$ cat src/rtl/gtpg_pkg.sv
// ----------------------------------------------------------------------------
// Glyph text pixel generator package
// Font geometry, code range, queue depth and the 5x7 glyph ROM.
// ----------------------------------------------------------------------------
package gtpg_pkg;

   localparam int COORD_BITS_DEFAULT = 16;
   localparam int GLYPH_W            = 5;
   localparam int GLYPH_H            = 7;
   localparam int GLYPH_BITS         = GLYPH_W * GLYPH_H;
   localparam int GLYPH_ADV          = 6;
   localparam int CODE_BITS          = 16;
   localparam int FIELD_BITS         = 16;
   localparam int COLOR_BITS         = 24;
   localparam int GLYPH_IDX_BITS     = 6;
   localparam int QUEUE_DEPTH        = 2;

   localparam logic [CODE_BITS-1:0] FIRST_CODE = 16'd32;
   localparam logic [CODE_BITS-1:0] END_CODE   = 16'd96;
   localparam logic [CODE_BITS-1:0] LOWER_A    = 16'd97;
   localparam logic [CODE_BITS-1:0] LOWER_Z    = 16'd122;
   localparam logic [CODE_BITS-1:0] CASE_DIFF  = 16'd32;

   // Row 0 in the top bits, leftmost column first.
   function automatic logic [GLYPH_BITS-1:0] glyph_mask(input logic [GLYPH_IDX_BITS-1:0] gi);
      logic [GLYPH_BITS-1:0] m;
      case (gi)
         6'd1:  m = {5'h04, 5'h04, 5'h04, 5'h04, 5'h04, 5'h00, 5'h04};
         6'd12: m = {5'h00, 5'h00, 5'h00, 5'h00, 5'h00, 5'h04, 5'h08};
         6'd13: m = {5'h00, 5'h00, 5'h00, 5'h1F, 5'h00, 5'h00, 5'h00};
         6'd14: m = {5'h00, 5'h00, 5'h00, 5'h00, 5'h00, 5'h04, 5'h00};
         6'd16: m = {5'h0E, 5'h11, 5'h13, 5'h15, 5'h19, 5'h11, 5'h0E};
         6'd17: m = {5'h04, 5'h0C, 5'h04, 5'h04, 5'h04, 5'h04, 5'h0E};
         6'd18: m = {5'h0E, 5'h11, 5'h01, 5'h02, 5'h04, 5'h08, 5'h1F};
         6'd19: m = {5'h1F, 5'h02, 5'h04, 5'h02, 5'h01, 5'h11, 5'h0E};
         6'd20: m = {5'h02, 5'h06, 5'h0A, 5'h12, 5'h1F, 5'h02, 5'h02};
         6'd21: m = {5'h1F, 5'h10, 5'h1E, 5'h01, 5'h01, 5'h11, 5'h0E};
         6'd22: m = {5'h06, 5'h08, 5'h10, 5'h1E, 5'h11, 5'h11, 5'h0E};
         6'd23: m = {5'h1F, 5'h01, 5'h02, 5'h04, 5'h08, 5'h08, 5'h08};
         6'd24: m = {5'h0E, 5'h11, 5'h11, 5'h0E, 5'h11, 5'h11, 5'h0E};
         6'd25: m = {5'h0E, 5'h11, 5'h11, 5'h0F, 5'h01, 5'h02, 5'h0C};
         6'd26: m = {5'h00, 5'h04, 5'h04, 5'h00, 5'h04, 5'h04, 5'h00};
         6'd31: m = {5'h0E, 5'h11, 5'h01, 5'h02, 5'h04, 5'h00, 5'h04};
         6'd33: m = {5'h0E, 5'h11, 5'h11, 5'h1F, 5'h11, 5'h11, 5'h11};
         6'd34: m = {5'h1E, 5'h11, 5'h11, 5'h1E, 5'h11, 5'h11, 5'h1E};
         6'd35: m = {5'h0E, 5'h11, 5'h10, 5'h10, 5'h10, 5'h11, 5'h0E};
         6'd36: m = {5'h1C, 5'h12, 5'h11, 5'h11, 5'h11, 5'h12, 5'h1C};
         6'd37: m = {5'h1F, 5'h10, 5'h10, 5'h1E, 5'h10, 5'h10, 5'h1F};
         6'd38: m = {5'h1F, 5'h10, 5'h10, 5'h1E, 5'h10, 5'h10, 5'h10};
         6'd39: m = {5'h0E, 5'h11, 5'h10, 5'h17, 5'h11, 5'h11, 5'h0F};
         6'd40: m = {5'h11, 5'h11, 5'h11, 5'h1F, 5'h11, 5'h11, 5'h11};
         6'd41: m = {5'h0E, 5'h04, 5'h04, 5'h04, 5'h04, 5'h04, 5'h0E};
         6'd42: m = {5'h07, 5'h02, 5'h02, 5'h02, 5'h02, 5'h12, 5'h0C};
         6'd43: m = {5'h11, 5'h12, 5'h14, 5'h18, 5'h14, 5'h12, 5'h11};
         6'd44: m = {5'h10, 5'h10, 5'h10, 5'h10, 5'h10, 5'h10, 5'h1F};
         6'd45: m = {5'h11, 5'h1B, 5'h15, 5'h15, 5'h11, 5'h11, 5'h11};
         6'd46: m = {5'h11, 5'h19, 5'h15, 5'h13, 5'h11, 5'h11, 5'h11};
         6'd47: m = {5'h0E, 5'h11, 5'h11, 5'h11, 5'h11, 5'h11, 5'h0E};
         6'd48: m = {5'h1E, 5'h11, 5'h11, 5'h1E, 5'h10, 5'h10, 5'h10};
         6'd49: m = {5'h0E, 5'h11, 5'h11, 5'h11, 5'h15, 5'h12, 5'h0D};
         6'd50: m = {5'h1E, 5'h11, 5'h11, 5'h1E, 5'h14, 5'h12, 5'h11};
         6'd51: m = {5'h0F, 5'h10, 5'h10, 5'h0E, 5'h01, 5'h01, 5'h1E};
         6'd52: m = {5'h1F, 5'h04, 5'h04, 5'h04, 5'h04, 5'h04, 5'h04};
         6'd53: m = {5'h11, 5'h11, 5'h11, 5'h11, 5'h11, 5'h11, 5'h0E};
         6'd54: m = {5'h11, 5'h11, 5'h11, 5'h11, 5'h11, 5'h0A, 5'h04};
         6'd55: m = {5'h11, 5'h11, 5'h11, 5'h15, 5'h15, 5'h1B, 5'h11};
         6'd56: m = {5'h11, 5'h11, 5'h0A, 5'h04, 5'h0A, 5'h11, 5'h11};
         6'd57: m = {5'h11, 5'h11, 5'h0A, 5'h04, 5'h04, 5'h04, 5'h04};
         6'd58: m = {5'h1F, 5'h01, 5'h02, 5'h04, 5'h08, 5'h10, 5'h1F};
         default: m = '0;
      endcase
      return m;
   endfunction

endpackage

$ cat src/rtl/gtpg_front.sv
// ----------------------------------------------------------------------------
// Glyph text pixel generator front end
// Accepts code units, folds case, looks up the glyph and keeps the pen.
// ----------------------------------------------------------------------------
module gtpg_front
   import gtpg_pkg::*;
#(
   parameter int COORD_BITS = COORD_BITS_DEFAULT,
   parameter int JOB_BITS   = GLYPH_BITS + 2 * COORD_BITS + COLOR_BITS
) (
   input  logic                  clock,
   input  logic                  reset,
   input  logic                  req_tvalid,
   output logic                  req_tready,
   input  logic [CODE_BITS-1:0]  code_unit,
   input  logic                  first_of_string,
   input  logic [FIELD_BITS-1:0] start_x,
   input  logic [FIELD_BITS-1:0] baseline_y,
   input  logic [COLOR_BITS-1:0] text_color,
   output logic                  push,
   output logic [JOB_BITS-1:0]   push_job,
   input  logic                  queue_full
);

   logic [COORD_BITS-1:0]     pen_ff, pen_in;
   logic [COORD_BITS-1:0]     pen_base;
   logic [COORD_BITS-1:0]     top;
   logic [CODE_BITS-1:0]      code_fold;
   logic [CODE_BITS-1:0]      code_off;
   logic                      covered;
   logic                      accept;
   logic [GLYPH_BITS-1:0]     mask;

   assign req_tready = !queue_full;
   assign accept     = req_tvalid && req_tready;

   always_comb begin
      code_fold = code_unit;
      if (code_unit >= LOWER_A && code_unit <= LOWER_Z) begin
         code_fold = code_unit - CASE_DIFF;
      end
   end

   assign covered  = (code_fold >= FIRST_CODE) && (code_fold < END_CODE);
   assign code_off = code_fold - FIRST_CODE;
   assign mask     = glyph_mask(code_off[GLYPH_IDX_BITS-1:0]);

   assign pen_base = first_of_string ? COORD_BITS'(signed'(start_x)) : pen_ff;
   assign top      = COORD_BITS'(signed'(baseline_y)) - COORD_BITS'(GLYPH_H);

   always_comb begin
      pen_in = pen_ff;
      if (accept) begin
         pen_in = covered ? pen_base + COORD_BITS'(GLYPH_ADV) : pen_base;
      end
   end

   // blank glyphs only move the pen
   assign push     = accept && covered && (mask != '0);
   assign push_job = {text_color, top, pen_base, mask};

   always_ff @(posedge clock) begin
      if (reset) begin
         pen_ff <= '0;
      end else begin
         pen_ff <= pen_in;
      end
   end

endmodule

$ cat src/rtl/gtpg_fifo.sv
// ----------------------------------------------------------------------------
// Glyph text pixel generator job queue
// Short register queue between the front end and the pixel scanner.
// ----------------------------------------------------------------------------
module gtpg_fifo
   import gtpg_pkg::*;
#(
   parameter int DATA_BITS = 8
) (
   input  logic                 clock,
   input  logic                 reset,
   input  logic                 push,
   input  logic [DATA_BITS-1:0] push_data,
   output logic                 full,
   input  logic                 pop,
   output logic [DATA_BITS-1:0] pop_data,
   output logic                 empty
);

   localparam int PTR_BITS = (QUEUE_DEPTH > 1) ? $clog2(QUEUE_DEPTH) : 1;
   localparam int CNT_BITS = $clog2(QUEUE_DEPTH + 1);

   logic [DATA_BITS-1:0] mem_ff [QUEUE_DEPTH];
   logic [PTR_BITS-1:0]  wr_ptr_ff, wr_ptr_in;
   logic [PTR_BITS-1:0]  rd_ptr_ff, rd_ptr_in;
   logic [CNT_BITS-1:0]  count_ff, count_in;
   logic                 do_push, do_pop;

   assign full     = (count_ff == CNT_BITS'(QUEUE_DEPTH));
   assign empty    = (count_ff == '0);
   assign do_push  = push && !full;
   assign do_pop   = pop && !empty;
   assign pop_data = mem_ff[rd_ptr_ff];

   always_comb begin
      wr_ptr_in = wr_ptr_ff;
      rd_ptr_in = rd_ptr_ff;
      count_in  = count_ff;
      if (do_push) begin
         wr_ptr_in = (wr_ptr_ff == PTR_BITS'(QUEUE_DEPTH - 1)) ? '0 : wr_ptr_ff + 1'b1;
      end
      if (do_pop) begin
         rd_ptr_in = (rd_ptr_ff == PTR_BITS'(QUEUE_DEPTH - 1)) ? '0 : rd_ptr_ff + 1'b1;
      end
      if (do_push && !do_pop) begin
         count_in = count_ff + 1'b1;
      end else if (do_pop && !do_push) begin
         count_in = count_ff - 1'b1;
      end
   end

   always_ff @(posedge clock) begin
      if (do_push) begin
         mem_ff[wr_ptr_ff] <= push_data;
      end
   end

   always_ff @(posedge clock) begin
      if (reset) begin
         wr_ptr_ff <= '0;
         rd_ptr_ff <= '0;
         count_ff  <= '0;
      end else begin
         wr_ptr_ff <= wr_ptr_in;
         rd_ptr_ff <= rd_ptr_in;
         count_ff  <= count_in;
      end
   end

endmodule

$ cat src/rtl/gtpg_back.sv
// ----------------------------------------------------------------------------
// Glyph text pixel generator pixel scanner
// Walks one glyph bit per cycle while the output is free; registers a beat per lit pixel.
// ----------------------------------------------------------------------------
module gtpg_back
   import gtpg_pkg::*;
#(
   parameter int COORD_BITS = COORD_BITS_DEFAULT,
   parameter int JOB_BITS   = GLYPH_BITS + 2 * COORD_BITS + COLOR_BITS
) (
   input  logic                  clock,
   input  logic                  reset,
   input  logic                  queue_empty,
   input  logic [JOB_BITS-1:0]   pop_job,
   output logic                  pop,
   output logic                  rsp_tvalid,
   input  logic                  rsp_tready,
   output logic [FIELD_BITS-1:0] pixel_x,
   output logic [FIELD_BITS-1:0] pixel_y,
   output logic [COLOR_BITS-1:0] pixel_color,
   output logic                  last_of_glyph
);

   typedef enum logic [1:0] {
      ST_IDLE = 2'b01,
      ST_SCAN = 2'b10
   } state_type;

   state_type             state_ff, state_in;
   logic [GLYPH_BITS-1:0] mask_ff, mask_in;
   logic [2:0]            row_ff, row_in;
   logic [2:0]            col_ff, col_in;
   logic [COORD_BITS-1:0] pen_ff, pen_in;
   logic [COORD_BITS-1:0] top_ff, top_in;
   logic [COLOR_BITS-1:0] color_ff, color_in;

   logic                  out_valid_ff, out_valid_in;
   logic [FIELD_BITS-1:0] out_x_ff, out_x_in;
   logic [FIELD_BITS-1:0] out_y_ff, out_y_in;
   logic [COLOR_BITS-1:0] out_color_ff, out_color_in;
   logic                  out_last_ff, out_last_in;

   logic                  out_free;
   logic                  rest_empty;
   logic [COORD_BITS-1:0] sum_x, sum_y;

   assign out_free   = !out_valid_ff || rsp_tready;
   assign rest_empty = (mask_ff[GLYPH_BITS-2:0] == '0);
   assign sum_x      = pen_ff + COORD_BITS'(col_ff);
   assign sum_y      = top_ff + COORD_BITS'(row_ff);
   assign pop        = (state_ff == ST_IDLE) && !queue_empty;

   always_comb begin
      state_in     = state_ff;
      mask_in      = mask_ff;
      row_in       = row_ff;
      col_in       = col_ff;
      pen_in       = pen_ff;
      top_in       = top_ff;
      color_in     = color_ff;
      out_valid_in = out_valid_ff && !rsp_tready;
      out_x_in     = out_x_ff;
      out_y_in     = out_y_ff;
      out_color_in = out_color_ff;
      out_last_in  = out_last_ff;
      case (state_ff)
         ST_IDLE: begin
            if (!queue_empty) begin
               {color_in, top_in, pen_in, mask_in} = pop_job;
               row_in   = '0;
               col_in   = '0;
               state_in = ST_SCAN;
            end
         end
         ST_SCAN: begin
            if (out_free) begin
               if (mask_ff[GLYPH_BITS-1]) begin
                  out_valid_in = 1'b1;
                  out_x_in     = FIELD_BITS'(sum_x);
                  out_y_in     = FIELD_BITS'(sum_y);
                  out_color_in = color_ff;
                  out_last_in  = rest_empty;
               end
               mask_in = mask_ff << 1;
               if (col_ff == 3'(GLYPH_W - 1)) begin
                  col_in = '0;
                  row_in = row_ff + 1'b1;
               end else begin
                  col_in = col_ff + 1'b1;
               end
               if (rest_empty) begin
                  state_in = ST_IDLE;
               end
            end
         end
         default: state_in = ST_IDLE;
      endcase
   end

   always_ff @(posedge clock) begin
      mask_ff      <= mask_in;
      row_ff       <= row_in;
      col_ff       <= col_in;
      pen_ff       <= pen_in;
      top_ff       <= top_in;
      color_ff     <= color_in;
      out_x_ff     <= out_x_in;
      out_y_ff     <= out_y_in;
      out_color_ff <= out_color_in;
      out_last_ff  <= out_last_in;
   end

   always_ff @(posedge clock) begin
      if (reset) begin
         state_ff     <= ST_IDLE;
         out_valid_ff <= 1'b0;
      end else begin
         state_ff     <= state_in;
         out_valid_ff <= out_valid_in;
      end
   end

   assign rsp_tvalid    = out_valid_ff;
   assign pixel_x       = out_x_ff;
   assign pixel_y       = out_y_ff;
   assign pixel_color   = out_color_ff;
   assign last_of_glyph = out_last_ff;

endmodule

$ cat src/rtl/glyph_text_pixel_generator.sv
// ----------------------------------------------------------------------------
// Glyph text pixel generator
// Draws text code units with a 5x7 font as a stream of lit pixel beats.
//
//   group  dir  tdata (low bit up)                                tuser / tlast
//   req_   in   code_unit, start_x, baseline_y, text_color (72b)  tuser: first_of_string
//   rsp_   out  pixel_x, pixel_y, pixel_color (56b)               tlast: last_of_glyph
//
// A glyph is loaded from the queue, then scanned one bit per cycle while the
// output register is free, row by row, stopping after the last lit pixel.
// Uncovered and blank codes only touch the pen and never enter the queue.
// A 2-entry job queue lets the input side run ahead of the scanner.
// The scanner stalls while the output register holds an untaken beat.
// Reset clears the pen to zero and empties queue and output.
// ----------------------------------------------------------------------------
module glyph_text_pixel_generator
   import gtpg_pkg::*;
#(
   parameter int COORD_BITS = COORD_BITS_DEFAULT
) (
   input  logic        clock,
   input  logic        reset,
   input  logic        req_tvalid,
   output logic        req_tready,
   input  logic [71:0] req_tdata,   // code_unit, start_x, baseline_y, text_color
   input  logic        req_tuser,   // first_of_string
   output logic        rsp_tvalid,
   input  logic        rsp_tready,
   output logic [55:0] rsp_tdata,   // pixel_x, pixel_y, pixel_color
   output logic        rsp_tlast    // last_of_glyph
);

   localparam int JOB_BITS = GLYPH_BITS + 2 * COORD_BITS + COLOR_BITS;

   logic                  push, pop, queue_full, queue_empty;
   logic [JOB_BITS-1:0]   push_job, pop_job;
   logic [FIELD_BITS-1:0] pixel_x, pixel_y;
   logic [COLOR_BITS-1:0] pixel_color;

   gtpg_front #(
      .COORD_BITS (COORD_BITS),
      .JOB_BITS   (JOB_BITS)
   ) u_front (
      .clock           (clock),
      .reset           (reset),
      .req_tvalid      (req_tvalid),
      .req_tready      (req_tready),
      .code_unit       (req_tdata[15:0]),
      .first_of_string (req_tuser),
      .start_x         (req_tdata[31:16]),
      .baseline_y      (req_tdata[47:32]),
      .text_color      (req_tdata[71:48]),
      .push            (push),
      .push_job        (push_job),
      .queue_full      (queue_full)
   );

   gtpg_fifo #(
      .DATA_BITS (JOB_BITS)
   ) u_fifo (
      .clock     (clock),
      .reset     (reset),
      .push      (push),
      .push_data (push_job),
      .full      (queue_full),
      .pop       (pop),
      .pop_data  (pop_job),
      .empty     (queue_empty)
   );

   gtpg_back #(
      .COORD_BITS (COORD_BITS),
      .JOB_BITS   (JOB_BITS)
   ) u_back (
      .clock         (clock),
      .reset         (reset),
      .queue_empty   (queue_empty),
      .pop_job       (pop_job),
      .pop           (pop),
      .rsp_tvalid    (rsp_tvalid),
      .rsp_tready    (rsp_tready),
      .pixel_x       (pixel_x),
      .pixel_y       (pixel_y),
      .pixel_color   (pixel_color),
      .last_of_glyph (rsp_tlast)
   );

   assign rsp_tdata = {pixel_color, pixel_y, pixel_x};

endmodule
$ cat config.mk
export PLATFORM = sky130hd
export DESIGN_NAME = glyph_text_pixel_generator
export DESIGN_NICKNAME = d
export VERILOG_FILES = /design/src/rtl/gtpg_pkg.sv /design/src/rtl/gtpg_front.sv /design/src/rtl/gtpg_fifo.sv /design/src/rtl/gtpg_back.sv /design/src/rtl/glyph_text_pixel_generator.sv
export SDC_FILE = /design/constraint.sdc
export NUM_CORES = 1
export LEC_CHECK = 0
export BUFFER_PORTS_ARGS = -buffer_cell sky130_fd_sc_hd__buf_2
export CAP_MARGIN = 10
export CORE_MARGIN = 3
export CORE_UTILIZATION = 60
export CTS_CLUSTER_DIAMETER = 80
export DETAILED_ROUTE_END_ITERATION = 6
export PLACE_DENSITY = 0.8
export RECOVER_POWER = 25
export SYNTH_ARGS = -nofsm -noshare
export SYNTH_HDL_FRONTEND = slang
export SYNTH_SLANG_ARGS = --single-unit
$ cat constraint.sdc
create_clock -name clock -period 30.3 [get_ports clock]
set_input_delay 6.06 -clock clock [delete_from_list [all_inputs] [get_ports clock]]
set_output_delay 6.06 -clock clock [all_outputs]
set_load 0.02 [all_outputs]
==> results of run 1 <==
[flip-flops by register name (all words and copies together), names as in the netlist, 2 cells and up, named ones only]
signal / cells
u_fifo.count_ff: 2
u_back.mask_ff: 35
u_back.row_ff: 3
u_back.pen_ff: 16
u_back.pixel_x: 16
u_back.pixel_y: 16
u_fifo.mem_ff: 182
u_back.pixel_color: 24
u_back.col_ff: 3
u_back.state_ff: 2
u_back.color_ff: 24
u_back.top_ff: 16
u_front.pen_ff: 16
[worst max-delay path: stages]
cell and delay, ns:
buf_2 0.69, clkinv_1 0.53, ha_1 0.35, and3b_1 0.16, o311a_1 0.33, a31o_1 0.24
buf_4 0.23, or4_4 0.57, nor4_2 0.28, o22a_1 0.25, nor3_2 0.06, buf_4 0.23
buf_4 0.40
[cell usage in the layout (no fill, tap or decap), drive strengths merged, types with 7 or more instances in the layout]
cell type,netlist,layout
edfxtp,336,336
nor2,87,87
clkbuf,50,49
mux2,66,66
nor3,25,25
dfxtp,24,24
mux2i,51,51
nand2b,21,21
clkinv,2,13
a31oi,8,8
nand2,65,65
inv,30,31
a21oi,93,93
and2,7,7
o211ai,9,9
nor2b,12,12
xnor2,25,25
o21ai,38,38
a211oi,9,9
o21a,8,8
nand3,31,31
nand4,11,11
xor2,25,25
buf,15,145
ha,25,25
nor4,18,18
[logic make-up (layout without fill, tap and decap cells)]
logic type	after synthesis	after routing
xor gates and xnor gates	50	50
other	0	1
muxes	118	118
AOI/OAI and AO/OA	226	226
buffers and inverters	97	242
DFF	360	360
and+or+nand+nor	315	315
adders and majority gates	27	27
[power breakdown]
| group | internal (mW) | switching [mW] | leakage (nW) |
|---|---|---|---|
| Combinational | 0.0928 | 0.137 | 2.58 |
| Sequential | 0.632 | 0.0323 | 3.26 |
| Clock | 0.236 | 0.169 | 0.516 |
[metal layers]
metal,wire length (um),up-vias
li1,-,4768
met1,14700,4928
met2,15500,426
met3,2180,76
met4,938,0
met5,0,-
[metrics by stage]
stage / cell area, um^2 / setup slack (ns) / hold WS, ns / util (%) / total power, mW
after global routing: 18100 / 19.64 / 0.416 / 69.1 / 1.36
after CTS: 18100 / 19.98 / 0.418 / 69.2 / 1.30
after floorplan: 16000 / 14.81 / 0.400 / - / 0.824
final: 18100 / 19.92 / 0.418 / 69.1 / 1.30
after detailed placement: 17000 / 19.47 / 0.405 / 65.1 / 0.892
after global placement: 17000 / 19.54 / 0.400 / 65.1 / 0.884
[path summary, 6_finish.rpt]
check | from | to | cells after the start
max | req_tdata[2] | u_fifo.mem_ff[0][86] | 13
min | u_back.color_ff[4] | u_back.pixel_color[4] | 0
max reg2reg | register | u_back.mask_ff[8] | 3
min reg2reg | u_back.color_ff[4] | u_back.pixel_color[4] | 0
[layout make-up]
cell class              instances  share of cell area [%]
well taps                     335                    2.32
multi-input cells             736                    28.3
inverters                      32                   0.665
clock inverters                16                   0.796
clock buffers                  46                    5.19
repair buffers                148                    4.22
diodes                          1                  0.0138
flip-flops and latches        360                    58.5
==> out/qor.yml, run 1 <==
global_routing:
  antenna_found_initial: 1
  grt_pass1_wl_mm: 52.0
  grt_max_degree: 76
  grtUsageMet3_pct: 3.52
  grt-busiest-layer: "met2"
  first_global_vias: 9513
  grt.total_usage_pct: 23.0
  grt.met1_usage_pct: 34.1
  grt.overflow.total: 0
  met2_usage_pct: 36.2
synth:
  synth_top_area_share_pct: 62.9
  synthFlopType: "edfxtp_1"
  synth_compound_area_share_pct: 8.91
  synthTopCellsByArea: "edfxtp_1 63%, mux2_2 4.6%, mux2i_1 3.2%"
  ys_warn_count: 0
  synth_cell_types: 70
  syn-num-nets: 1297
  yosys.area_share.xor_xnor_pct: 2.73
  async_flop_share_pct: 0
  synth_mux_area_share_pct: 7.96
  synth_enable_flop_cells: 336
  synth_area_per_cell_um2: 13.4
  synth_top_family_by_area: "simple AND/OR/NAND/NOR gates"
  netlist_top_cells_count: "336 x edfxtp_1, 93 x a21oi_1, 86 x nor2_1, 65 x mux2_2, 65 x nand2_1"
  yosysTopAreaCell: "edfxtp_1"
  ys_ff_latch: 360
  synthesis.area_um2: 16000
  yosys.area_share.simple_pct: 9.96
  synth_cells: 1193
  ys_seq_area_share_pct: 65.9
  synthAdderAreaFrac_pct: 2.20
  synth_most_common_cell: "edfxtp_1"
setup_path:
  endpoint_kind: "register"
  cp_data_arrival_time_ns: 10.49
  cp.required_ns: 30.41
  r2r_slack_ns: 24.97
  crit_fanout: 73
  crit_type: "input pin to register"
  start_kind: "input pin"
cts:
  cts_hold_buf: 0
  h-tree-depth: 2
  ctsResizeCount: 0
  cts_buffer_depth: 3
  clkSlewWorstSetupHoldPaths_ns: 0.06
  clkSinkCount: 360
  post_cts_buffers: 0
  insertion_delay_ns: 0.51
  cts_tree: "yes"
  cts_inserted_buffers: 35
  cts-root-buf: "clkbuf_16"
sta:
  finalSetupViolations: 0
  rsz0062_at_grt: "no"
  fmax_mhz: 96.3
  slew_headroom_pct: -226
  timing.final.max_slew_violations: 190
  period_needed_ns: 10.38
  tightest_slew_ns: 4.88
  setup_tns_ns: 0
  finClkSkew_ns: 0.0111
  finalCritPeriodShare_pct: 34.3
  hold_violations: 0
power_and_ir_drop:
  vdd_drop_max_mv: 0.0529
  power.static_leakage_nw: 6.36
  cellPowerDensity_nw_per_um2: 72.0
status:
  violations: "max-capacitance violations, max-slew violations"
  outcome: "finished with violations"
drt:
  avgRoutedWirePerCell_um: 19.9
  post-route-drc-count: 0
  firstDrtPassIters: 6
  drtAntennaViolNets: 0
  wl_mm: 33.3
  vias: 10198
  drt_iter0_markers: 1194
  via_per_inst: 6.09
placement:
  finalWeightedCongestion: 0.940
  portBuffers: 135
  dp.cells: 1611
  hpwl_mm: 22.0
cells_and_area:
  regArea_um2: 10600
  final_nets: 1417
  drive_gt1_share_pct: 20.0
  area_delta_synth_final_pct: 12.7
  fillCellCount: 1752
  final-instance-count-excl-fill: 1674
  multi_input_area_um2: 5110
floorplanning:
  start_util_pct: 61.4
  dieHeight_um: 169
  core_area_um2: 26100
  ioPinCount: 136
  dieWidth_um: 169
  die_area_um2: 28700
  std_cell_rows: 59
hold_path:
  hp-class: "register to register"
job:
  max_cap_violations: 3
Power figures use the tool's default switching activity.
==> inputs of run 2 (changes only) <==
- CORE_UTILIZATION: 60 -> 54
- PLACE_DENSITY: 0.8 -> 0.76
- clock period: 30.3 -> 9.1 ns (I/O delays scaled with it)
==> run 2 against run 1 <==
The run still ends with max-capacitance violations, max-slew violations left. Critical path depth is 1 lower. Clock power grew to 3.5 times the previous value. Critical endpoint is now u_fifo.mem_ff[1][13]. Largest power group unchanged. Via count is 0.25% higher. Clock-buffer cell count stayed put. Register-to-register slack worse by 20 ns. Critical path type unchanged.
==> out/qor.yml, run 2 (synthesis gave the netlist of run 1 again) <==
global_routing:
  grt_max_degree: 75
  grt_pass1_wl_mm: 54.0
  first_global_vias: 9831
  grt.total_usage_pct: 21.8
  grt.overflow.total: 0
  antenna_found_initial: 0
cts:
  cts_inserted_buffers: 37
  ctsResizeCount: 0
  h-tree-depth: 2
  cts_hold_buf: 0
  clkSinkCount: 360
  clkSlewWorstSetupHoldPaths_ns: 0.06
  cts_tree: "yes"
  cts_buffer_depth: 3
  insertion_delay_ns: 0.53
  post_cts_buffers: 0
  cts-root-buf: "clkbuf_16"
floorplanning:
  start_util_pct: 55.3
  die_area_um2: 31800
  ioPinCount: 136
  dieHeight_um: 178
  core_area_um2: 29000
  dieWidth_um: 178
  std_cell_rows: 62
sta:
  period_needed_ns: 6.65
  rsz0062_at_grt: "no"
  tightest_slew_ns: 3.16
  hold_violations: 0
  fmax_mhz: 150
  setup_tns_ns: 0
  finalSetupViolations: 0
  finClkSkew_ns: 0.0317
  slew_headroom_pct: -110
  timing.final.max_slew_violations: 130
  finalCritPeriodShare_pct: 73.1
setup_path:
  r2r-start: "u_fifo.count_ff[0]"
  start_kind: "input pin"
  r2r_slack_ns: 5.46
  cp.required_ns: 9.22
  cp_data_arrival_time_ns: 6.77
  crit_top_cell: "buf_4"
  path_cells: "buf_2 -> clkinv_1 -> ha_1 -> and3b_1 -> o311a_1 -> a31o_1 -> buf_4 -> o21ai_0 -> nor3_1 -> o22a_1 -> nor3b_4 -> buf_4"
  crit_slowest_cell: "buf_4"
  crit_fanout: 74
  crit_type: "input pin to register"
  cp-startpoint: "req_tdata[2]"
  endpoint_kind: "register"
  max_stage_delay_ns: 0.90
power_and_ir_drop:
  clock_power_share_pct: 32.6
  netSwitchingPower_mw: 1.18
  p_sw_share_pct: 27.0
  power.static_leakage_nw: 6.33
  cellPowerDensity_nw_per_um2: 241
  pwr-share-comb_pct: 16.8
  vdd_drop_max_mv: 0.170
  seqPwrFrac_pct: 50.6
  cell_internal_pwr_mw: 3.21
cells_and_area:
  final_nets: 1417
  final-instance-count-excl-fill: 1724
  largest_register_ffs: 182
  drive_gt1_share_pct: 19.3
  layout.cells.most_common: "edfxtp_1"
  final_cell_mix: "336 x edfxtp_1, 116 x buf_2, 93 x a21oi_1"
  top_regs: "u_fifo.mem_ff (182), u_back.mask_ff (35)"
  regMostFlops: "u_fifo.mem_ff"
  area_delta_synth_final_pct: 13.5
  diodes: 0
drt:
  route.met3.wl_mm: 2.23
  drtAntennaViolNets: 0
  drt_iter0_markers: 1004
  vias: 10223
  top_layer_used: "met4"
  avgRoutedWirePerCell_um: 20.3
  wl_met2_mm: 16.5
  firstDrtPassIters: 5
  post-route-drc-count: 0
  wl_mm: 35.0
  via_per_inst: 5.93
  m1WireLength_mm: 15.4
hold_path:
  hp-start: "u_back.color_ff[15]"
  hp-class: "register to register"
status:
  violations: "max-capacitance violations, max-slew violations"
  outcome: "finished with violations"
placement:
  finalWeightedCongestion: 0.930
  portBuffers: 135
  hpwl_mm: 22.7
  dp.cells: 1658
job:
  max_cap_violations: 2
[run 2: critical path: cells and delay by family]
family / cells / cell delay, ns
buf+inv: 4 / 2.39
simple gates: 3 / 1.03
compound gates: 4 / 1.05
fa+ha+maj: 1 / 0.36
[run 2: stage by stage]
step                      worst slack, ns  total power, mW  hold WS (ns)  utilization [%]  instance area (um^2)
after floorplan                      1.05             2.74         0.400                -                 16000
after global placement               2.12             2.95         0.402             58.8                 17100
after detailed placement             1.98             2.97         0.405             58.8                 17100
after CTS                            2.50             4.41         0.420             62.8                 18200
after global routing                 2.11             4.58         0.429             62.7                 18200
final                                2.45             4.39         0.418             62.7                 18200
[run 2: power by group through the flow]
stage	clock, mW	sequential (mW)	combinational [mW]
3_3_place_gp	0	2.23	0.718
4_1_cts	1.46	2.21	0.742
3_5_place_dp	0	2.24	0.731
5_1_grt	1.53	2.24	0.809
2_1_floorplan	0	2.21	0.534
6_report	1.43	2.22	0.737
[run 2: cell type report]
| class | instances | area (um^2) |
|---|---|---|
| repair buffers | 146 | 727 |
| fillers | 2206 | 10800 |
| well taps | 384 | 480 |
| clock inverters | 20 | 209 |
| multi-input cells | 736 | 5130 |
| clock buffers | 46 | 960 |
| inverters | 32 | 120 |
| flip-flops and latches | 360 | 10600 |
[run 2: metal layers]
layer	global-route usage (%)	vias to the layer above
li1	-	4772
met1	30.6	4989
met2	35.7	397
met3	3.26	65
met4	6.30	0
met5	0	-
[run 2: worst paths after layout]
check,to,depth (start not counted)
min reg2reg,u_back.pixel_color[15],0
max reg2reg,u_fifo.mem_ff[1][13],5
min,u_back.pixel_color[15],0
max,u_fifo.mem_ff[1][13],12
